**config.mk**
```make
export PLATFORM = sky130hd
export DESIGN_NAME = tsb_back_flat
export DESIGN_NICKNAME = d
export VERILOG_FILES = /design/src/sv/tsb_pkg.sv /design/src/sv/tsb_res_if.sv /design/src/sv/tsb_back.sv /design/src/flat_wrapper.sv
export SDC_FILE = /design/constraint.sdc
export NUM_CORES = 2
export LEC_CHECK = 0
export ABC_AREA = 1
export BUFFER_PORTS_ARGS = -buffer_cell sky130_fd_sc_hd__buf_2
export CAP_MARGIN = 20
export CORE_MARGIN = 2
export CORE_UTILIZATION = 40
export CTS_BUF_LIST = sky130_fd_sc_hd__clkbuf_4 sky130_fd_sc_hd__clkbuf_8 sky130_fd_sc_hd__clkbuf_16
export DETAILED_ROUTE_END_ITERATION = 10
export PLACE_DENSITY = 0.6
export SLEW_MARGIN = 10
export SYNTH_ARGS = -nofsm -noshare
export SYNTH_HDL_FRONTEND = slang
export SYNTH_SLANG_ARGS = --single-unit
```
**constraint.sdc**
```tcl
create_clock -name i_clk -period 7.8 [get_ports i_clk]
set_clock_uncertainty 0.1 [all_clocks]
set_input_delay 0.78 -clock i_clk [delete_from_list [all_inputs] [get_ports i_clk]]
set_output_delay 0.78 -clock i_clk [all_outputs]
set_load 0.01 [all_outputs]
```
**src/sv/tsb_pkg.sv**
```systemverilog
// tsb_pkg: shared constants, types and helpers for the tinted sprite blender
// no dependencies; used by tsb_front, tsb_fifo, tsb_back, the top and the bench
`default_nettype none

package tsb_pkg;

    // palette store
    localparam int PALETTE_DEPTH = 256;
    localparam int PAL_AW        = $clog2(PALETTE_DEPTH);
    localparam logic [8:0] PAL_LIMIT = 9'(PALETTE_DEPTH);

    // queue between front and back
    localparam int QDEPTH = 4;
    localparam int Q_AW   = $clog2(QDEPTH);
    localparam int Q_CW   = $clog2(QDEPTH + 1);
    localparam logic [Q_CW-1:0] Q_FULL  = Q_CW'(QDEPTH);
    localparam logic [Q_CW:0]   Q_LIMIT = (Q_CW + 1)'(QDEPTH);
    localparam logic [Q_AW-1:0] Q_LAST  = Q_AW'(QDEPTH - 1);

    // item opcodes
    localparam logic [1:0] OP_PAL_WR   = 2'd0;
    localparam logic [1:0] OP_PIX_IDX  = 2'd1;
    localparam logic [1:0] OP_PIX_ARGB = 2'd2;

    // configuration register indexes
    localparam logic [1:0] CFG_TINT_RED   = 2'd0;
    localparam logic [1:0] CFG_TINT_GREEN = 2'd1;
    localparam logic [1:0] CFG_TINT_BLUE  = 2'd2;
    localparam logic [1:0] CFG_TINT_ALPHA = 2'd3;

    localparam logic [7:0]  CHAN_MAX = 8'hFF;
    localparam logic [23:0] RGB_ZERO = 24'h000000;

    typedef struct packed {
        logic        draw;
        logic [31:0] src;
        logic [31:0] dst;
    } t_job;

    typedef struct packed {
        logic [7:0] a;
        logic [7:0] r;
        logic [7:0] g;
        logic [7:0] b;
    } t_tint;

    // floor(x / 255), exact for any product of two 8-bit values
    function automatic logic [7:0] div255(input logic [15:0] x);
        logic [16:0] s;
        s = {1'b0, x} + {9'b0, x[15:8]} + 17'd1;
        return s[15:8];
    endfunction

endpackage

`default_nettype wire

```
**src/sv/tsb_res_if.sv**
```systemverilog
// tsb_res_if: result channel (valid, ready and result fields)
// no dependencies
`default_nettype none

interface tsb_res_if;
    logic        valid;
    logic        ready;
    logic [31:0] new_dest_pixel;
    logic        dest_written;

    modport source (output valid, output new_dest_pixel, output dest_written,
                    input ready);
    modport sink   (input valid, input new_dest_pixel, input dest_written,
                    output ready);
endinterface

`default_nettype wire

```
**src/sv/tsb_back.sv**
```systemverilog
// tsb_back: tint, premultiply and source-over pipeline with output register
// depends on tsb_pkg, tsb_res_if
`default_nettype none

module tsb_back (
    input  wire logic          i_clk,
    input  wire logic          i_rst_n,
    input  wire logic          i_valid,
    input  wire tsb_pkg::t_job i_job,
    output logic               o_pop,
    input  wire tsb_pkg::t_tint i_tint,
    tsb_res_if.source          o_res
);
    logic [3:0][7:0] w_src;
    logic [3:0][7:0] w_tv;
    logic en1, en2, en3, en4;

    // stage 1: tint products
    logic             r_v1;
    logic [3:0][15:0] r_p1, n_p1;
    logic [31:0]      r_dst1;
    logic             r_draw1;
    // stage 2: premultiply products
    logic             r_v2;
    logic [2:0][15:0] r_q2, n_q2;
    logic [7:0]       r_a2, n_a2;
    logic [31:0]      r_dst2;
    logic             r_draw2;
    // stage 3: destination times inverse alpha
    logic             r_v3;
    logic [3:0][7:0]  r_s3, n_s3;
    logic [3:0][15:0] r_m3, n_m3;
    logic [31:0]      r_dst3;
    logic             r_draw3;
    // output register
    logic             r_ov;
    logic [31:0]      r_res, n_res;
    logic             r_wr, n_wr;

    logic [7:0]       w_inv;
    logic [3:0][7:0]  w_blend;
    logic [8:0]       w_sum;

    assign en4   = !r_ov || o_res.ready;
    assign en3   = !r_v3 || en4;
    assign en2   = !r_v2 || en3;
    assign en1   = !r_v1 || en2;
    assign o_pop = i_valid && en1;

    assign w_src = i_job.src;
    assign w_tv  = i_tint;

    always_comb begin
        for (int c = 0; c < 4; c++) begin
            n_p1[c] = 16'(w_src[c]) * 16'(w_tv[c]);
        end
    end

    // premultiplying at alpha 255 is exact and alpha 0 is never drawn,
    // so no bypass is needed for those
    always_comb begin
        n_a2 = tsb_pkg::div255(r_p1[3]);
        for (int c = 0; c < 3; c++) begin
            n_q2[c] = 16'(tsb_pkg::div255(r_p1[c])) * 16'(n_a2);
        end
    end

    always_comb begin
        w_inv = tsb_pkg::CHAN_MAX - r_a2;
        for (int c = 0; c < 3; c++) begin
            n_s3[c] = tsb_pkg::div255(r_q2[c]);
        end
        n_s3[3] = r_a2;
        for (int c = 0; c < 4; c++) begin
            n_m3[c] = 16'(r_dst2[8*c +: 8]) * 16'(w_inv);
        end
    end

    always_comb begin
        w_sum = '0;
        for (int c = 0; c < 4; c++) begin
            w_sum      = {1'b0, r_s3[c]} + {1'b0, tsb_pkg::div255(r_m3[c])};
            w_blend[c] = w_sum[8] ? tsb_pkg::CHAN_MAX : w_sum[7:0];
        end
        if (!r_draw3 || (r_s3[3] == 8'd0)) begin
            n_res = r_dst3;
            n_wr  = 1'b0;
        end else if (r_s3[3] == tsb_pkg::CHAN_MAX) begin
            n_res = r_s3;
            n_wr  = 1'b1;
        end else begin
            n_res = w_blend;
            n_wr  = 1'b1;
        end
    end

    always_ff @(posedge i_clk) begin
        if (!i_rst_n) begin
            r_v1 <= 1'b0;
            r_v2 <= 1'b0;
            r_v3 <= 1'b0;
            r_ov <= 1'b0;
        end else begin
            if (en1) r_v1 <= i_valid;
            if (en2) r_v2 <= r_v1;
            if (en3) r_v3 <= r_v2;
            if (en4) r_ov <= r_v3;
        end
    end

    always_ff @(posedge i_clk) begin
        if (en1) begin
            r_p1    <= n_p1;
            r_dst1  <= i_job.dst;
            r_draw1 <= i_job.draw;
        end
        if (en2) begin
            r_q2    <= n_q2;
            r_a2    <= n_a2;
            r_dst2  <= r_dst1;
            r_draw2 <= r_draw1;
        end
        if (en3) begin
            r_s3    <= n_s3;
            r_m3    <= n_m3;
            r_dst3  <= r_dst2;
            r_draw3 <= r_draw2;
        end
        if (en4) begin
            r_res <= n_res;
            r_wr  <= n_wr;
        end
    end

    assign o_res.valid          = r_ov;
    assign o_res.new_dest_pixel = r_res;
    assign o_res.dest_written   = r_wr;
endmodule

`default_nettype wire

```
**src/flat_wrapper.sv**
```systemverilog
// flat-port wrapper written by rule: the top's interface ports become plain ports
module tsb_back_flat 
  (i_clk, i_rst_n, i_valid, i_job, o_pop, i_tint, o_res_valid, o_res_new_dest_pixel, o_res_dest_written, o_res_ready);
  tsb_res_if o_res_i ();
  input  wire logic i_clk;
  input  wire logic i_rst_n;
  input  wire logic i_valid;
  input  wire tsb_pkg::t_job i_job;
  output logic o_pop;
  input  wire tsb_pkg::t_tint i_tint;
  output wire logic [$bits(o_res_i.valid)-1:0] o_res_valid;
  output wire logic [$bits(o_res_i.new_dest_pixel)-1:0] o_res_new_dest_pixel;
  output wire logic [$bits(o_res_i.dest_written)-1:0] o_res_dest_written;
  input wire logic [$bits(o_res_i.ready)-1:0] o_res_ready;
  assign o_res_valid = o_res_i.valid;
  assign o_res_new_dest_pixel = o_res_i.new_dest_pixel;
  assign o_res_dest_written = o_res_i.dest_written;
  assign o_res_i.ready = o_res_ready;
  tsb_back u_core (.i_clk(i_clk), .i_rst_n(i_rst_n), .i_valid(i_valid), .i_job(i_job), .o_pop(o_pop), .i_tint(i_tint), .o_res(o_res_i));
endmodule
```
# --- Word level (Yosys, flattened, before mapping) ---
# Cells that the tools add are included.
totals:
  input_bits: 101
  reg_bits: 352
  wordCells: 86
op_classes:
  n_eq_ne: 1
  reduce_logical: 12
  muxes: 7
  add_sub_neg: 27
  n_mul: 11
op_table:
  columns: ["operator", "count"]
  rows:
  - ["16-bit by 1-bit adder with 16-bit output, second input constant", 11]
  - ["16-bit by 8-bit adder with 16-bit output", 11]
  - ["8-bit by 8-bit multiplier with 16-bit output", 11]
  - ["32-bit two-way mux", 2]
  - ["8-bit by 8-bit adder with 9-bit output", 4]
  - ["8-bit two-way mux", 4]
  - ["8-bit == test, second input constant", 1]
  - ["8-bit logical NOT", 1]
  - ["8-bit subtractor, first input constant", 1]
  - ["1-bit logical NOT", 5]
  - ["1-bit logical OR", 5]
  - ["1-bit logical AND", 1]
  - ["1-bit two-way mux", 1]

# --- Depth between registers and ports, before layout ---
depth:
  depth_word: 6
  depth_mapped: 28
  ltp_nobuf: 27

# --- Worst setup path before layout ---
# OpenSTA, ideal clock, no wires.
synth_path:
  path_kind: "input port to flip-flop"
  start: "input port o_res_ready"
  end: "register u_core.r_draw1, enable pin"
  path_stages: 6
  setup_time_ns: 0.460
  required_time_ns: 7.240
  path_buffers: 0
  setup_slack_ns: 0.578
  t_arrival_ns: 6.662
  cell_sequence: "nor2_1 > inv_1 > nor2_1 > inv_1 > nor2_1 > nand2_1"
synth_between:
  elab_chain_len: 4
synth_lines:
  columns: ["element", "line", "text"]
  rows:
  - ["start: declaration", "flat_wrapper.sv:14", "input wire logic [$bits(o_res_i.ready)-1:0] o_res_ready;"]
  - ["1-bit logical OR", "tsb_back.sv:44", "assign en4 = !r_ov || o_res.ready;"]
  - ["via u_core.en4", "tsb_back.sv:16", "logic en1, en2, en3, en4;"]
  - ["1-bit logical OR", "tsb_back.sv:45", "assign en3 = !r_v3 || en4;"]
  - ["via u_core.en3", "tsb_back.sv:16", null]
  - ["1-bit logical OR", "tsb_back.sv:46", "assign en2 = !r_v2 || en3;"]
  - ["1-bit logical OR", "tsb_back.sv:47", "assign en1 = !r_v1 || en2;"]
  - ["end signal: assignment", "tsb_back.sv:115", "r_draw1 <= i_job.draw;"]
  - ["end: declaration", "tsb_back.sv:22", "logic r_draw1;"]
# The timed path passes the listed nets, and every way through them passes these cells.
# A chain may end at the register's enable or synchronous reset.

==> results by group <==
Routing
  – Drt pass-1 iters: 6
  – Via/cell ratio: 4.85
  – Wirelength per Cell: 14.2 um
  – Initial DRC count: 1753
  – Post-DRT Antenna Nets: 0
  – Vias after detailed routing: 33.1k
  – Final WL: 96.8 mm
  – Residual DRC count: 0

Timing
  – Max Slew Vio Count: 0
  – Crit path time final: 5570 ps
  – Worst rel slew slack: 35.2%
  – Hold_ws: 239 ps
  – Unrepaired setup endpoints after global routing: no
  – Slew @ Worst Pin: 972 ps
  – Setup TNS: 0 ps
  – Final setup viols: 0
  – Final hold vios: 0
  – Crit share post-route: 71.4%
  – Achievable Freq: 0.179 GHz

Die
  – Initial Util: 40.2%
  – Cell Rows: 119
  – Die width: 329 um
  – Die H: 329 um
  – I/O pins: 136
  – Die ar.: 108000 um^2
  – Placeable Area: 105000 um^2

Global routing
  – Global route total overflow: 0
  – Total track usage: 18.4%
  – Largest net degree at the start of global routing: 75
  – Initial antenna violation count: 0
  – First-pass GRT wire length: 163 mm
  – Vias in the first global route: 33.2k

Setup path
  – CP max FO: 24
  – Crit path required time: 8030 ps
  – Setup crit start kind: register
  – Crit path DAT: 5800 ps
  – CP Capture Type: register
  – Crit Path Class: reg2reg

Clock tree
  – Clock slew at reported path FFs: 70 ps
  – Clock Root Buffer: clkbuf_16
  – Clock Path Buffers: 3
  – Later-pin clock latency in the skew report: 610 ps
  – CTS tree: done
  – H-tree Lvls: 2
  – # hold bufs at CTS: 0
  – Post-CTS Setup Inserts: 0
  – Post-CTS Resized: 0
  – Num CTS Buffers: 43
  – Sink Count: 352

Synthesis
  – Synth top area share: 24.8%
  – Largest cells by area after synthesis: edfxtp_1 25%, fa_1 19%, ha_1 15%
  – Asr flop ratio synth: 0%
  – Mapped cell area: 42100 um^2
  – Post-synth top area cell: edfxtp_1
  – Most common flop cell mapped by yosys: edfxtp_1
  – Mapped Nets: 6327
  – Register area share after synthesis: 25.0%
  – Synthesized area per cell: 7.92 um^2
  – Number of enable flip-flop cells after synthesis: 348
  – Synth warn: 0
  – Most numerous cell in the Yosys netlist: nand2_1
  – Seq cells post-synth: 352
  – Synth cell types: 39
  – Post-Syn Instances: 5321
  – Most instantiated cells after synthesis: 1372 x nand2_1, 1089 x inv_1, 617 x nor2_1

Final layout
  – Area grow syn2layout: 8.80%
  – Nets@finish: 6409
  – FF/Latch Area: 10500 um^2
  – Share of cells above drive strength 1: 4.89%
  – Multi-input gate area: 27000 um^2
  – # fillers: 10.5k
  – Antenna Cells: 0

Outcome
  – Status: complete, no violations

Min path
  – Hold crit path type: in2reg

Place
  – Gpl congestion: 0.893
  – Post-detail-place hpwl: 78.5 mm
  – I/O Buffers: 135

Flow run
  – Max cap viols: 0
[final cells by class]
cell class,instances,share of cell area (%)
clock buffers,46,2.40
inverters,1092,8.95
well taps,1391,3.80
multi-input cells,3764,58.9
repair buffers,150,1.72
clock inverters,33,1.26
flip-flops and latches,352,23.0
[state kept, by name, summed over array words and instances, names as in the netlist, 32 cells and up]
name / flops
u_core.r_dst2: 32
u_core.r_q2: 48
u_core.r_s3: 32
u_core.r_m3: 64
u_core.r_p1: 64
u_core.r_dst3: 32
u_core.r_dst1: 32
u_core.o_res.new_dest_pixel: 32
[path summary, 6_finish.rpt]
kind	cells past startpoint	end	slack [ps]	start
worst max-delay path	21	u_core.r_q2[44]	2230	u_core.r_p1[63]
worst min register to register	0	u_core.r_dst2[4]	310	u_core.r_dst1[4]
worst min-delay path	1	u_core.r_dst1[31]	240	i_job[31]
worst max register to register	21	u_core.r_q2[44]	2230	u_core.r_p1[63]
[worst max-delay path, cell delays in order, from the launching register on]
cell	delay, ps
edfxtp_1	440
ha_1	350
a21oi_1	310
inv_1	100
nand2_1	90
nand4_1	110
nand2_2	450
nor2_1	150
fa_1	550
inv_1	50
fa_1	530
inv_1	50
fa_1	470
inv_1	50
fa_1	480
inv_1	40
ha_1	320
a21oi_1	200
o21ai_0	150
nand2_1	90
nand3_1	80
xor2_1	140
[metrics by stage]
stage / util (%) / area, um^2 / setup slack, ps / cells
4_1_cts: 43.7 / 45900 / 2210 / 6828
5_1_grt: 43.7 / 45900 / 1870 / 6828
3_5_place_dp: 42.1 / 44200 / 2260 / 6749
3_3_place_gp: 42.1 / 44200 / 2340 / 6749
2_1_floorplan: - / 42100 / 578 / 5321
6_report: 43.7 / 45900 / 2230 / 6828
[layout by cell type, fill, tap and decap left out, drive strengths merged]
| master | count |
|---|---|
| fa | 400 |
| a21o | 11 |
| nand3 | 278 |
| dfxtp | 4 |
| xor2 | 82 |
| nand4 | 55 |
| bufinv | 13 |
| and2 | 9 |
| xnor2 | 56 |
| edfxtp | 348 |
| nand3b | 19 |
| nor2 | 617 |
| o21ai | 96 |
| clkbuf | 46 |
| ha | 505 |
| a31oi | 3 |
| clkinvlp | 4 |
| and3 | 1 |
| o21bai | 10 |
| or3 | 1 |
| buf | 150 |
| nor3 | 35 |
| or2 | 13 |
| inv | 1095 |
| nand2 | 1383 |
| clkinv | 13 |
| a21boi | 4 |
| a21oi | 176 |
| nor3b | 1 |
| o21a | 9 |
[layer usage]
layer	vias up	track usage (%)	part of all wire (%)
met5	-	0	0
met4	0	4.21	2.2
met3	137	1.75	3.9
met2	636	32.4	48
met1	15700	24.3	46
li1	16700	-	-
[logic make-up (layout without fill, tap and decap cells)]
family          Yosys count  after routing  share of synthesized area [%]
flops                   352            352                           25.0
compound gates          309            309                           3.89
xor+xnor                138            138                           2.87
buf+inv                1205           1321                           11.0
fa+ha+maj               905            905                           34.0
simple gates           2412           2412                           23.3
Power is not shown: default switching activity piles up to over one toggle a cycle in this logic, so the estimate is an artifact.
