`config.mk`:
```
export PLATFORM = sky130hd
export DESIGN_NAME = tsb_fifo
export DESIGN_NICKNAME = d
export VERILOG_FILES = /design/src/sv/tsb_pkg.sv /design/src/sv/tsb_fifo.sv
export SDC_FILE = /design/constraint.sdc
export NUM_CORES = 1
export LEC_CHECK = 0
export BUFFER_PORTS_ARGS = -buffer_cell sky130_fd_sc_hd__buf_2
export CAP_MARGIN = 10
export CELL_PAD_IN_SITES_DETAIL_PLACEMENT = 1
export CELL_PAD_IN_SITES_GLOBAL_PLACEMENT = 1
export CORE_ASPECT_RATIO = 1.25
export CORE_MARGIN = 2
export CORE_UTILIZATION = 50
export DETAILED_ROUTE_END_ITERATION = 10
export GPL_ROUTABILITY_DRIVEN = 0
export GPL_TIMING_DRIVEN = 0
export PLACE_DENSITY_LB_ADDON = 0.1
export SLEW_MARGIN = 0
export SYNTH_ARGS = -nofsm -noshare
export SYNTH_HDL_FRONTEND = slang
export SYNTH_SLANG_ARGS = --single-unit
```
`constraint.sdc`:
```
create_clock -name i_clk -period 2.8 [get_ports i_clk]
set_input_delay 0.56 -clock i_clk [delete_from_list [all_inputs] [get_ports i_clk]]
set_output_delay 0.56 -clock i_clk [all_outputs]
set_load 0.02 [all_outputs]
```
`src/sv/tsb_pkg.sv`:
```
// tsb_pkg: shared constants, types and helpers for the tinted sprite blender
// no dependencies; used by tsb_front, tsb_fifo, tsb_back, the top and the bench
`default_nettype none

package tsb_pkg;

    // palette store
    localparam int PALETTE_DEPTH = 256;
    localparam int PAL_AW        = $clog2(PALETTE_DEPTH);
    localparam logic [8:0] PAL_LIMIT = 9'(PALETTE_DEPTH);

    // queue between front and back
    localparam int QDEPTH = 4;
    localparam int Q_AW   = $clog2(QDEPTH);
    localparam int Q_CW   = $clog2(QDEPTH + 1);
    localparam logic [Q_CW-1:0] Q_FULL  = Q_CW'(QDEPTH);
    localparam logic [Q_CW:0]   Q_LIMIT = (Q_CW + 1)'(QDEPTH);
    localparam logic [Q_AW-1:0] Q_LAST  = Q_AW'(QDEPTH - 1);

    // item opcodes
    localparam logic [1:0] OP_PAL_WR   = 2'd0;
    localparam logic [1:0] OP_PIX_IDX  = 2'd1;
    localparam logic [1:0] OP_PIX_ARGB = 2'd2;

    // configuration register indexes
    localparam logic [1:0] CFG_TINT_RED   = 2'd0;
    localparam logic [1:0] CFG_TINT_GREEN = 2'd1;
    localparam logic [1:0] CFG_TINT_BLUE  = 2'd2;
    localparam logic [1:0] CFG_TINT_ALPHA = 2'd3;

    localparam logic [7:0]  CHAN_MAX = 8'hFF;
    localparam logic [23:0] RGB_ZERO = 24'h000000;

    typedef struct packed {
        logic        draw;
        logic [31:0] src;
        logic [31:0] dst;
    } t_job;

    typedef struct packed {
        logic [7:0] a;
        logic [7:0] r;
        logic [7:0] g;
        logic [7:0] b;
    } t_tint;

    // floor(x / 255), exact for any product of two 8-bit values
    function automatic logic [7:0] div255(input logic [15:0] x);
        logic [16:0] s;
        s = {1'b0, x} + {9'b0, x[15:8]} + 17'd1;
        return s[15:8];
    endfunction

endpackage

`default_nettype wire

```
`src/sv/tsb_fifo.sv`:
```
// tsb_fifo: short job queue between front and back
// depends on tsb_pkg
`default_nettype none

module tsb_fifo (
    input  wire logic                     i_clk,
    input  wire logic                     i_rst_n,
    input  wire logic                     i_push,
    input  wire tsb_pkg::t_job            i_job,
    input  wire logic                     i_pop,
    output logic                          o_valid,
    output tsb_pkg::t_job                 o_job,
    output logic [tsb_pkg::Q_CW-1:0]      o_count
);
    tsb_pkg::t_job               r_mem [tsb_pkg::QDEPTH];
    logic [tsb_pkg::Q_AW-1:0]    r_wp;
    logic [tsb_pkg::Q_AW-1:0]    r_rp;
    logic [tsb_pkg::Q_CW-1:0]    r_cnt;
    logic [tsb_pkg::Q_AW-1:0]    n_wp;
    logic [tsb_pkg::Q_AW-1:0]    n_rp;
    logic [tsb_pkg::Q_CW-1:0]    n_cnt;

    always_comb begin
        n_wp  = r_wp;
        n_rp  = r_rp;
        n_cnt = r_cnt;
        if (i_push) begin
            n_wp = (r_wp == tsb_pkg::Q_LAST) ? '0 : r_wp + 1'b1;
        end
        if (i_pop) begin
            n_rp = (r_rp == tsb_pkg::Q_LAST) ? '0 : r_rp + 1'b1;
        end
        case ({i_push, i_pop})
            2'b10:   n_cnt = r_cnt + 1'b1;
            2'b01:   n_cnt = r_cnt - 1'b1;
            default: n_cnt = r_cnt;
        endcase
    end

    always_ff @(posedge i_clk) begin
        if (!i_rst_n) begin
            r_wp  <= '0;
            r_rp  <= '0;
            r_cnt <= '0;
        end else begin
            r_wp  <= n_wp;
            r_rp  <= n_rp;
            r_cnt <= n_cnt;
        end
    end

    always_ff @(posedge i_clk) begin
        if (i_push) begin
            r_mem[r_wp] <= i_job;
        end
    end

    assign o_valid = (r_cnt != '0);
    assign o_job   = r_mem[r_rp];
    assign o_count = r_cnt;
endmodule

`default_nettype wire

```
# Word level (Yosys, flattened, before mapping)
# Memories as Yosys holds them, arrays and structs flattened. A register that Yosys moved wholly into a read port is not among the register bits.
# Cells that the tools add are included.
# W data, S select, Z words.
# totals
reg_bits,7
ram_bits,260
in_bits,69
output_inout_bits,69
word_cells,21
memories,1
# memory_table
name,depth,word_bits,read_ports,rd_clocked_by_memory_dff,write_ports,line_no,rtl
r_mem,4,65,1,1,1,tsb_fifo.sv:15,tsb_pkg::t_job r_mem [tsb_pkg::QDEPTH];
# classes
addsub,4
n_eq_ne,4
mux,7
n_reduce_logical,2
# op_table
operator,count
$mux W2,4
$eq A2 B2 Y1 const B,3
$pmux W3 S2,1
$add A2 B1 Y2 const B,2
$add A3 B1 Y3 const B,1
$reduce_bool A3 Y1,1
$sub A3 B1 Y3 const B,1
$eq A2 B1 Y1 const B,1
$mux W1,2
$reduce_bool A2 Y1,1

# Logic depth before layout (Yosys ltp)
# Gate-level depths: netlist of the first run.
# depth
word_depth,4
ltp_mapped,6
depth_no_buf,6

# Least setup slack after synthesis of the first run
# No wires, ideal clock.
# synth_timing
kind,input port to flip-flop
from,input i_push
to,memory r_mem[0][0] in the netlist's numbering (enable)
setup_ns,0.430
t_arrival_ns,2.089
required_ns,2.370
setup_slack_ns,0.281
stages,1
n_path_buf,0
path_cell_list,and2_1
# synth_via
elab_chain_len,2
# synth_lines
item,line_no,rtl
start: declaration,tsb_fifo.sv:8,"input wire logic i_push,"
$mux W1,tsb_fifo.sv:53,if (i_push) begin
$mux W1 (implied by the code),tsb_fifo.sv:54,r_mem[r_wp] <= i_job;
end: declaration,tsb_fifo.sv:15,
# No other way between the ends.

==> flow_metrics.py, run 1 <==
metrics = {
    "floorplan": {
        "core_area_sq_um": 19400,
        "std_cell_rows": 57,
        "start_util_pct": 50.9,
        "die_w_um": 130,
        "num_io_pins": 138,
        "die_h_um": 161,
        "dieArea_sq_um": 20900,
    },
    "synthesis": {
        "synthesis.nets": 457,
        "synthTopCellsByArea": "edfxtp_1, mux4_2, dfxtp_1, buf_12, ha_1",
        "ys_ff_latch": 269,
        "syn_area_per_cell_sq_um": 25.9,
        "synth_top_area_share_pct": 79.1,
        "ys_warn_count": 0,
        "synth_largest_area_cell": "edfxtp_1",
        "ys_seq_area_share_pct": 80.9,
        "synth_cells": 381,
        "synth.distinct_cells": 21,
        "syn-cell-area_sq_um": 9870,
    },
    "grt": {
        "grt_antenna_before_repair": 3,
        "met1_usage_pct": 23.7,
        "grt_max_degree": 41,
        "grtUsageTotal_pct": 18.4,
        "grt_pass1_wl_um": 29000,
        "grt_busiest_layer": "met2",
        "grtUsageMet2_pct": 31.7,
        "use_met3_pct": 4.01,
        "first_global_vias": 5081,
        "overflow": 0,
    },
    "setup_path": {
        "cp-endpoint": "o_job[31]",
        "crit_top_cell": "buf_2",
        "cpLargestDelayFamily": "buffers and inverters",
        "required_ps": 2240,
        "cp.depth": 4,
        "reg2reg_slack_ps": 1120,
        "r2r-start": "r_wp[0]",
        "max_stage_delay_ps": 370,
        "cp_num_buf_inv": 3,
        "critPathKind": "reg2out",
        "startpoint_type": "flop",
        "worstPathMaxFanout": 10,
        "reg2reg_to": "r_mem[3][5]",
        "worstPathArrival_ps": 1990,
        "crit_slowest_cell": "mux4_2",
        "worstRegToRegCells": 3,
        "endpoint_kind": "primary output",
        "cp_cell_sequence": "buf_2, buf_2, mux4_2, buf_2",
    },
    "power": {
        "powerDensity_nw_per_um2": 762,
        "p_comb_share_pct": 9.5,
        "power_frac_clock_pct": 39.3,
        "sw_frac_of_total_pct": 21.8,
        "total_power_w": 0.00905,
        "power.internal_w": 0.00708,
        "pwr-share-seq_pct": 51.2,
        "switchingPower_w": 0.00197,
        "leakage_nw": 4.05,
        "peakVddDrop_mv": 0.567,
    },
    "timing": {
        "layout_setup_ws_ps": 250,
        "maxSlewHeadroom_pct": 57.6,
        "skew_ps": 10.7,
        "finalHoldViolCount": 0,
        "worst_slew_pin_slew_ps": 636,
        "setup_viol": 0,
        "rsz0062_at_grt": "no",
        "fin_crit_ps": 2550,
        "fin_crit_sh_pct": 91.1,
        "drv_slew": 0,
        "fmax_mhz": 392,
    },
    "layout": {
        "layout-drive-gt1-share_pct": 45.4,
        "fin_util_pct": 61.3,
        "fin_nets": 627,
        "area_growth_pct": 20.4,
        "multi_input_area_sq_um": 1730,
        "regArea_sq_um": 7990,
        "final.fill_count": 1631,
    },
    "drt": {
        "wirelength_um": 18600,
        "drtIter0Drc": 232,
        "wl_per_cell_um": 22.3,
        "drc_errors": 0,
        "vias": 4488,
        "drt_first_pass_iters": 4,
        "ant_nets": 0,
        "viasPerCell": 5.37,
    },
    "clock_network": {
        "cts_max_level": 1,
        "cts_tree": "done",
        "clk_pin_slew_ps": 60,
        "cts_buffer_depth": 3,
        "cts_resized": 0,
        "root_buffer": "clkbuf_16",
        "cts_buffers": 27,
        "postCtsHoldBufs": 0,
        "postCtsSetupBuffers": 0,
        "cts_sinks": 269,
        "insertion_delay_ps": 520,
    },
    "placed_design": {
        "place_ws_ps": 658,
        "hpwl_um": 11600,
        "port_buffers": 137,
    },
    "hold_path": {
        "min_path_type": "in2reg",
        "hp-start": "i_job[23]",
    },
    "status": {
        "status": "completed",
    },
    "run": {
        "cap_viol_max_count": 0,
    },
}
final cells by class:
cell class | count | area share (%)
diodes | 1 | 0.0211
plain buffers | 14 | 1.28
clock buffers | 32 | 5.84
clock inverters | 16 | 1.49
inverters | 3 | 0.0947
multi-input cells | 95 | 14.6
flip-flops and latches | 269 | 67.2
well taps | 265 | 2.79
repair buffers | 141 | 6.70
power groups by stage:
| stage | registers, W | logic (W) | clock network [W] |
|---|---|---|---|
| detailed placement | 0.00472 | 0.000885 | 0 |
| global placement | 0.00472 | 0.000838 | 0 |
| CTS | 0.00463 | 0.000888 | 0.00366 |
| finish | 0.00463 | 0.000864 | 0.00355 |
| global route | 0.00464 | 0.000933 | 0.00378 |
| floorplan | 0.00472 | 0.000541 | 0 |
Yosys cell counts:
library cell,count
mux4_2,65
nor2b_1,5
buf_6,1
fa_1,1
o21a_1,1
inv_1,3
xnor2_1,2
a21oi_1,1
and2_1,5
or3_1,2
a21boi_0,1
o21ai_0,1
nor3b_1,2
edfxtp_1,260
buf_4,1
ha_1,6
buf_2,6
clkbuf_1,1
buf_12,5
dfxtp_1,9
mux2i_1,3
sequential cells by signal, indices dropped and copies added, names as in the netlist, named ones only:
name	count
o_count	3
r_mem	260
r_rp	2
r_wp	2
how the worst min path moves through the flow:
| stage | endpoint | slack, ps | depth (start not counted) |
|---|---|---|---|
| floorplan | flop | 510 | 2 |
| global placement | o_count[2] | 490 | 2 |
| detailed placement | o_count[2] | 540 | 2 |
| CTS | r_mem[2][19] | 230 | 1 |
| global route | r_mem[0][13] | 230 | 1 |
| finish | r_mem[3][23] | 250 | 1 |
cell usage in the layout, fill, tap and decap left out, drive strengths merged, types with 2 or more instances in the layout:
master / n
clkbuf: 33
clkinv: 11
and2: 5
mux2i: 3
nor2b: 5
inv: 3
buf: 154
dfxtp: 9
bufinv: 4
xnor2: 2
or3: 2
mux4: 65
nor3b: 2
ha: 6
edfxtp: 260
routing by layer:
metal	share of wire, %	vias to the layer above
met4	2.3	4
met3	5.4	35
met2	52	127
met5	0.15	-
li1	-	1973
met1	40	2349
cells by family (layout without fill, tap and decap cells):
kind of cell,count (synthesis),count (layout),share of synthesized area [%]
flip-flops,269,269,80.9
multiplexers,68,68,15.1
buffers and inverters,17,206,1.66
AND/OR/NAND/NOR,14,14,0.912
adder cells (fa/ha/maj),7,7,0.963
AO/OA/AOI/OAI,4,4,0.253
XOR/XNOR,2,2,0.177
other,0,1,0
stage by stage:
step	std cells	hold WS, ps	TNS [ps]	area [sq um]
after global placement	783	487	-291250	10900
after CTS	835	226	0	11900
final	836	251	0	11900
after floorplan	381	512	0	9870
after global routing	836	230	0	11900
after detailed placement	787	541	0	11000
Power figures use the tool's default switching activity.
==> run 2, diff against run 1 <==
--- a/config.mk
+++ b/config.mk
@@ -9,9 +9,8 @@
 export CAP_MARGIN = 10
 export CELL_PAD_IN_SITES_DETAIL_PLACEMENT = 1
 export CELL_PAD_IN_SITES_GLOBAL_PLACEMENT = 1
-export CORE_ASPECT_RATIO = 1.25
 export CORE_MARGIN = 2
-export CORE_UTILIZATION = 50
+export CORE_UTILIZATION = 45
 export DETAILED_ROUTE_END_ITERATION = 10
 export GPL_ROUTABILITY_DRIVEN = 0
 export GPL_TIMING_DRIVEN = 0
==> constraint.sdc (replaced) <==
create_clock -name i_clk -period 2.1 [get_ports i_clk]
set_input_delay 0.42 -clock i_clk [delete_from_list [all_inputs] [get_ports i_clk]]
set_output_delay 0.42 -clock i_clk [all_outputs]
set_load 0.02 [all_outputs]
==> run 2 against run 1 <==
  * The flow now finishes with violations (negative setup slack)
  * Sequential share of layout area decreased by 0.99 points
  * Combinational power up 48%
  * First-iteration DRC count rose by 2.2%
  * Critical path depth unchanged
  * Via count decreased by 1.0%
  * Highest routed layer unchanged
==> flow_metrics.py, run 2 (synthesis results as in run 1) <==
metrics = {
    "status": {
        "status": "finished with violations",
        "violations": "negative setup slack",
    },
    "run": {
        "cap_viol_max_count": 0,
    },
    "power": {
        "leakage_nw": 4.11,
        "peakVddDrop_mv": 0.579,
        "total_power_w": 0.0116,
        "powerDensity_nw_per_um2": 959,
    },
    "grt": {
        "grt_antenna_before_repair": 3,
        "grtUsageTotal_pct": 16.4,
        "overflow": 0,
        "grt_pass1_wl_um": 29200,
        "grt_max_degree": 40,
        "first_global_vias": 5112,
    },
    "timing": {
        "fin_crit_sh_pct": 111,
        "fin_crit_ps": 2330,
        "rsz0062_at_grt": "yes",
        "layout_setup_ws_ps": -227,
        "setup_viol": 65,
        "drv_slew": 0,
        "worst_slew_pin_slew_ps": 507,
        "finalHoldViolCount": 0,
        "setup-tns-final_ps": -11740,
        "skew_ps": 9.66,
        "fmax_mhz": 430,
        "hold_slack_ps": 114,
        "maxSlewHeadroom_pct": 66.2,
    },
    "layout": {
        "final_cell_mix": "edfxtp_1, buf_2, mux4_2, clkbuf_16, buf_6",
        "area_growth_pct": 22.2,
        "layout-drive-gt1-share_pct": 45.9,
        "largest_reg_flops": 260,
        "final_common_cell": "edfxtp_1",
        "top_register": "r_mem",
        "multi_input_area_sq_um": 1730,
        "fin_nets": 636,
        "final.fill_count": 1862,
        "regArea_sq_um": 7990,
    },
    "floorplan": {
        "die_h_um": 152,
        "dieArea_sq_um": 23100,
        "start_util_pct": 45.5,
        "num_io_pins": 138,
        "std_cell_rows": 54,
        "core_area_sq_um": 21700,
        "die_w_um": 152,
    },
    "setup_path": {
        "cpLargestDelayFamily": "multiplexers",
        "required_ps": 1680,
        "startpoint_type": "flop",
        "cp.depth": 4,
        "max_stage_delay_ps": 530,
        "worstPathMaxFanout": 10,
        "cp_cell_sequence": "buf_12, buf_12, mux4_2, buf_2",
        "worstRegToRegCells": 3,
        "crit_slowest_cell": "mux4_2",
        "cp_num_buf_inv": 3,
        "reg2reg_slack_ps": 370,
        "endpoint_kind": "primary output",
        "worstPathArrival_ps": 1910,
        "critPathKind": "reg2out",
        "crit_top_cell": "buf_12",
    },
    "drt": {
        "drtIter0Drc": 237,
        "drc_errors": 0,
        "viasPerCell": 5.19,
        "wl_per_cell_um": 21.8,
        "wirelength_um": 18600,
        "vias": 4443,
        "ant_nets": 0,
        "drt_first_pass_iters": 4,
    },
    "clock_network": {
        "insertion_delay_ps": 520,
        "root_buffer": "clkbuf_16",
        "cts_max_level": 1,
        "clk_pin_slew_ps": 60,
        "cts_buffers": 27,
        "cts_tree": "done",
        "cts_buffer_depth": 3,
        "cts_sinks": 269,
        "postCtsHoldBufs": 0,
    },
    "hold_path": {
        "min_path_type": "in2reg",
        "whs_path_depth": 1,
    },
    "placed_design": {
        "port_buffers": 137,
        "hpwl_um": 11600,
    },
}
run 2: layout make-up:
class	instances	share of cell area (%)
repair buffers	150	8.68
plain buffers	14	1.58
well taps	280	2.90
multi-input cells	95	14.3
diodes	1	0.0207
clock inverters	11	0.373
flip-flops and latches	269	66.2
clock buffers	33	5.79
inverters	3	0.0933
run 2: worst register-to-register path, stage by stage (launching register included):
cell,delay (ps)
dfxtp_1,410
ha_1,200
and2_4,470
buf_16,320
run 2: worst paths after layout:
path	from	endpoint
max reg2reg	r_wp[0]	r_mem[3][28]
min reg2reg	o_count[2]	o_count[2]
max	flop	o_job[29]
min	i_job[46]	r_mem[2][46]
run 2: report_power, final:
| part | switching (W) | internal, W |
|---|---|---|
| clock | 0.00180 | 0.00232 |
| combinational | 0.000691 | 0.000589 |
| sequential | 0.0000592 | 0.00612 |
| total | 0.00255 | 0.00903 |
run 2: layer usage:
layer | vias up | global-route usage (%) | share of wire [%] | routed length (um)
li1 | 1998 | - | - | -
met1 | 2301 | 21.5 | 42 | 7760
met2 | 108 | 28.0 | 51 | 9520
met3 | 32 | 3.74 | 5.2 | 961
met4 | 4 | 4.54 | 2.0 | 370
met5 | - | 0 | 0.14 | 26
run 2: what timing repair did:
action / CTS / global route
pin swaps: 0 / 0
gates resized for setup: 33 / 25
gates cloned: 1 / 2
setup endpoints to repair: 65 / 65
setup buffers: 3 / 3
run 2: per-stage QoR:
step,setup WS (ps),instances,cell area [sq um],utilization [%]
global placement,-459,798,10900,50.3
detailed placement,46.6,802,11000,50.9
finish,-227,856,12100,55.6
global route,-294,855,12100,55.6
CTS,-260,850,11900,54.9
floorplan,296,381,9880,-
==> run 3, diff against run 2 <==
--- a/config.mk
+++ b/config.mk
@@ -5,12 +5,14 @@
 export SDC_FILE = /design/constraint.sdc
 export NUM_CORES = 1
 export LEC_CHECK = 0
+export ABC_AREA = 1
 export BUFFER_PORTS_ARGS = -buffer_cell sky130_fd_sc_hd__buf_2
 export CAP_MARGIN = 10
 export CELL_PAD_IN_SITES_DETAIL_PLACEMENT = 1
 export CELL_PAD_IN_SITES_GLOBAL_PLACEMENT = 1
 export CORE_MARGIN = 2
-export CORE_UTILIZATION = 45
+export CORE_UTILIZATION = 43
+export CTS_CLUSTER_DIAMETER = 100
 export DETAILED_ROUTE_END_ITERATION = 10
 export GPL_ROUTABILITY_DRIVEN = 0
 export GPL_TIMING_DRIVEN = 0
==> run 3 against run 2 <==
  * The flow still finishes with violations (negative setup slack)
  * Synthesized cell count increased by 81%
  * First-iteration DRC count up 84%
  * Wire length grew 49%
  * Die area rose by 10%
  * Largest cell class unchanged
==> flow_metrics.py, run 3 <==
metrics = {
    "clock_network": {
        "cts_buffer_depth": 3,
        "cts_sinks": 269,
        "cts_tree": "done",
        "root_buffer": "clkbuf_16",
        "cts_max_level": 1,
        "insertion_delay_ps": 530,
        "cts_buffers": 29,
        "postCtsHoldBufs": 0,
        "clk_pin_slew_ps": 60,
    },
    "hold_path": {
        "whs_path_depth": 1,
        "min_path_type": "in2reg",
        "hp-start": "i_job[60]",
        "holdPathEnd": "r_mem[3][60]",
    },
    "power": {
        "power_frac_clock_pct": 35.8,
        "powerDensity_nw_per_um2": 933,
        "total_power_w": 0.0132,
        "pwr-share-seq_pct": 47.4,
        "power.internal_w": 0.00991,
        "switchingPower_w": 0.00330,
        "p_comb_share_pct": 16.8,
        "sw_frac_of_total_pct": 24.9,
        "leakage_nw": 5.00,
        "peakVddDrop_mv": 0.700,
    },
    "synthesis": {
        "synth_cells": 689,
        "synth_largest_area_cell": "edfxtp_1",
        "synthFlopType": "edfxtp_1",
        "syn_area_per_cell_sq_um": 15.1,
        "ys_ff_latch": 269,
        "syn-cell-area_sq_um": 10400,
        "synth_top_area_share_pct": 75.0,
        "synthTopCellsByArea": "edfxtp_1, o21ai_0, nor2_1, o22ai_1, o22ai_2",
        "synthesis.nets": 765,
        "synth_edf_count": 260,
        "synth.distinct_cells": 23,
        "ys_async_sr_fraction_pct": 0,
        "yosys.area_share.simple_pct": 6.99,
        "yosys.area_share.adder_pct": 0.913,
        "synth_top_family_by_area": "compound AO/OA/AOI/OAI gates",
        "synth_xor_area_share_pct": 0.0841,
        "synth_compound_area_share_pct": 11.9,
        "ys_warn_count": 0,
        "synthMuxAreaShare_pct": 0,
        "yosys-top-cells-count": "edfxtp_1, nor2_1, o21ai_0",
        "ys_seq_area_share_pct": 76.7,
        "synth_most_common_cell": "edfxtp_1",
    },
    "placed_design": {
        "placed_area_sq_um": 11700,
        "hpwl_um": 16400,
        "dp_cells": 1153,
        "port_buffers": 137,
    },
    "setup_path": {
        "reg2reg_to": "r_mem[3][52]",
        "cp_num_buf_inv": 5,
        "max_stage_delay_ps": 370,
        "crit_slowest_cell": "dfxtp_4",
        "cp_cell_sequence": "buf_12, inv_16, buf_16, clkbuf_16, nor2_1, o22ai_1, buf_4",
        "worstPathArrival_ps": 1860,
        "cpLargestDelayFamily": "buffers and inverters",
        "endpoint_kind": "primary output",
        "worstPathMaxFanout": 7,
        "worstRegToRegCells": 5,
        "r2r-start": "r_wp[0]",
        "critPathKind": "reg2out",
        "required_ps": 1680,
        "reg2reg_slack_ps": 330,
        "startpoint_type": "flop",
    },
    "timing": {
        "setup_viol": 65,
        "rsz0062_at_grt": "yes",
        "setup-tns-final_ps": -7810,
        "maxSlewHeadroom_pct": 74.7,
        "layout_setup_ws_ps": -177,
        "fin_crit_ps": 2280,
        "fin_crit_sh_pct": 108,
        "finalHoldViolCount": 0,
        "worst_slew_pin_slew_ps": 375,
        "drv_slew": 0,
        "skew_ps": 9.12,
        "hold_slack_ps": 101,
        "fmax_mhz": 439,
    },
    "floorplan": {
        "die_w_um": 160,
        "start_util_pct": 44.1,
        "num_io_pins": 138,
        "core_area_sq_um": 23600,
        "die_h_um": 160,
        "std_cell_rows": 56,
        "dieArea_sq_um": 25500,
    },
    "drt": {
        "wirelength_um": 27800,
        "wl_per_cell_um": 22.6,
        "drt_first_pass_iters": 4,
        "vias": 6535,
        "drc_errors": 0,
        "viasPerCell": 5.32,
        "ant_nets": 0,
        "drtIter0Drc": 436,
    },
    "layout": {
        "regArea_sq_um": 7990,
        "layout-drive-gt1-share_pct": 44.4,
        "multi_input_area_sq_um": 2660,
        "largest_reg_flops": 260,
        "final.fill_count": 2231,
        "final_cell_mix": "edfxtp_1, nor2_1, buf_2, o21ai_0, buf_6",
        "fin_cells": 1228,
        "final_area_sq_um": 14200,
        "top_register": "r_mem",
        "fin_nets": 959,
        "area_growth_pct": 35.9,
        "final_common_cell": "edfxtp_1",
    },
    "run": {
        "cap_viol_max_count": 0,
    },
    "status": {
        "violations": "negative setup slack",
        "status": "finished with violations",
    },
    "grt": {
        "overflow": 0,
        "grt_pass1_wl_um": 41100,
        "first_global_vias": 7259,
        "grtUsageTotal_pct": 20.9,
        "grt_antenna_before_repair": 5,
        "grt_max_degree": 33,
    },
}
run 3: power by group through the flow:
stage | Sequential, W | Clock, W | Combinational (W)
floorplan | 0.00635 | 0 | 0.000916
global placement | 0.00636 | 0 | 0.00148
detailed placement | 0.00636 | 0 | 0.00158
CTS | 0.00625 | 0.00481 | 0.00198
global route | 0.00628 | 0.00503 | 0.00235
finish | 0.00626 | 0.00473 | 0.00221
run 3: final cells by class:
class,count,area share (%)
sequential,269,56.5
multi-input combinational,363,18.8
timing repair buffer,164,11.3
clock buffer,41,5.73
buffer,41,3.60
tap,319,2.82
inverter,15,0.619
clock inverter,11,0.557
antenna,5,0.0884
run 3: worst max path at each step:
stage | slack, ps | end | depth (start not counted) | from
after global routing | -240 | o_job[19] | 7 | flop
final | -180 | o_job[21] | 7 | flop
after CTS | -220 | o_job[23] | 8 | flop
after global placement | -930 | r_mem[0][42] | 4 | r_wp[0]
after floorplan | 60 | r_mem[0][0] | 4 | r_wp[0]
after detailed placement | -70 | r_mem[0][45] | 6 | r_wp[0]
run 3: what timing repair did:
item,4_1_cts,5_1_grt
endpoints found under the setup margin,92,65
cloned,6,9
pin swaps,25,49
setup buffers,6,1
endpoints found under the hold margin,0,0
resized for setup,207,152
run 3: cells by family after synthesis:
kind of cell             count (synthesis)
AO/OA/AOI/OAI                          202
XOR/XNOR                                 1
adder cells (fa/ha/maj)                  7
buffers and inverters                   57
flip-flops                             269
AND/OR/NAND/NOR                        153
run 3: through the flow:
step | worst slack (ps) | util, %
after floorplan | 57.1 | -
after global placement | -932 | 48.8
after detailed placement | -71.5 | 49.4
after CTS | -219 | 56.9
after global routing | -237 | 59.9
final | -177 | 59.9
run 3: routing by layer:
metal	global-route usage [%]	part of all wire, %	up-vias	wire length [um]
met5	0	0.047	-	13
met4	5.17	1.5	2	414
met3	3.90	4.5	34	1260
met2	37.3	53	155	14700
met1	26.4	41	3358	11400
li1	-	-	2986	-
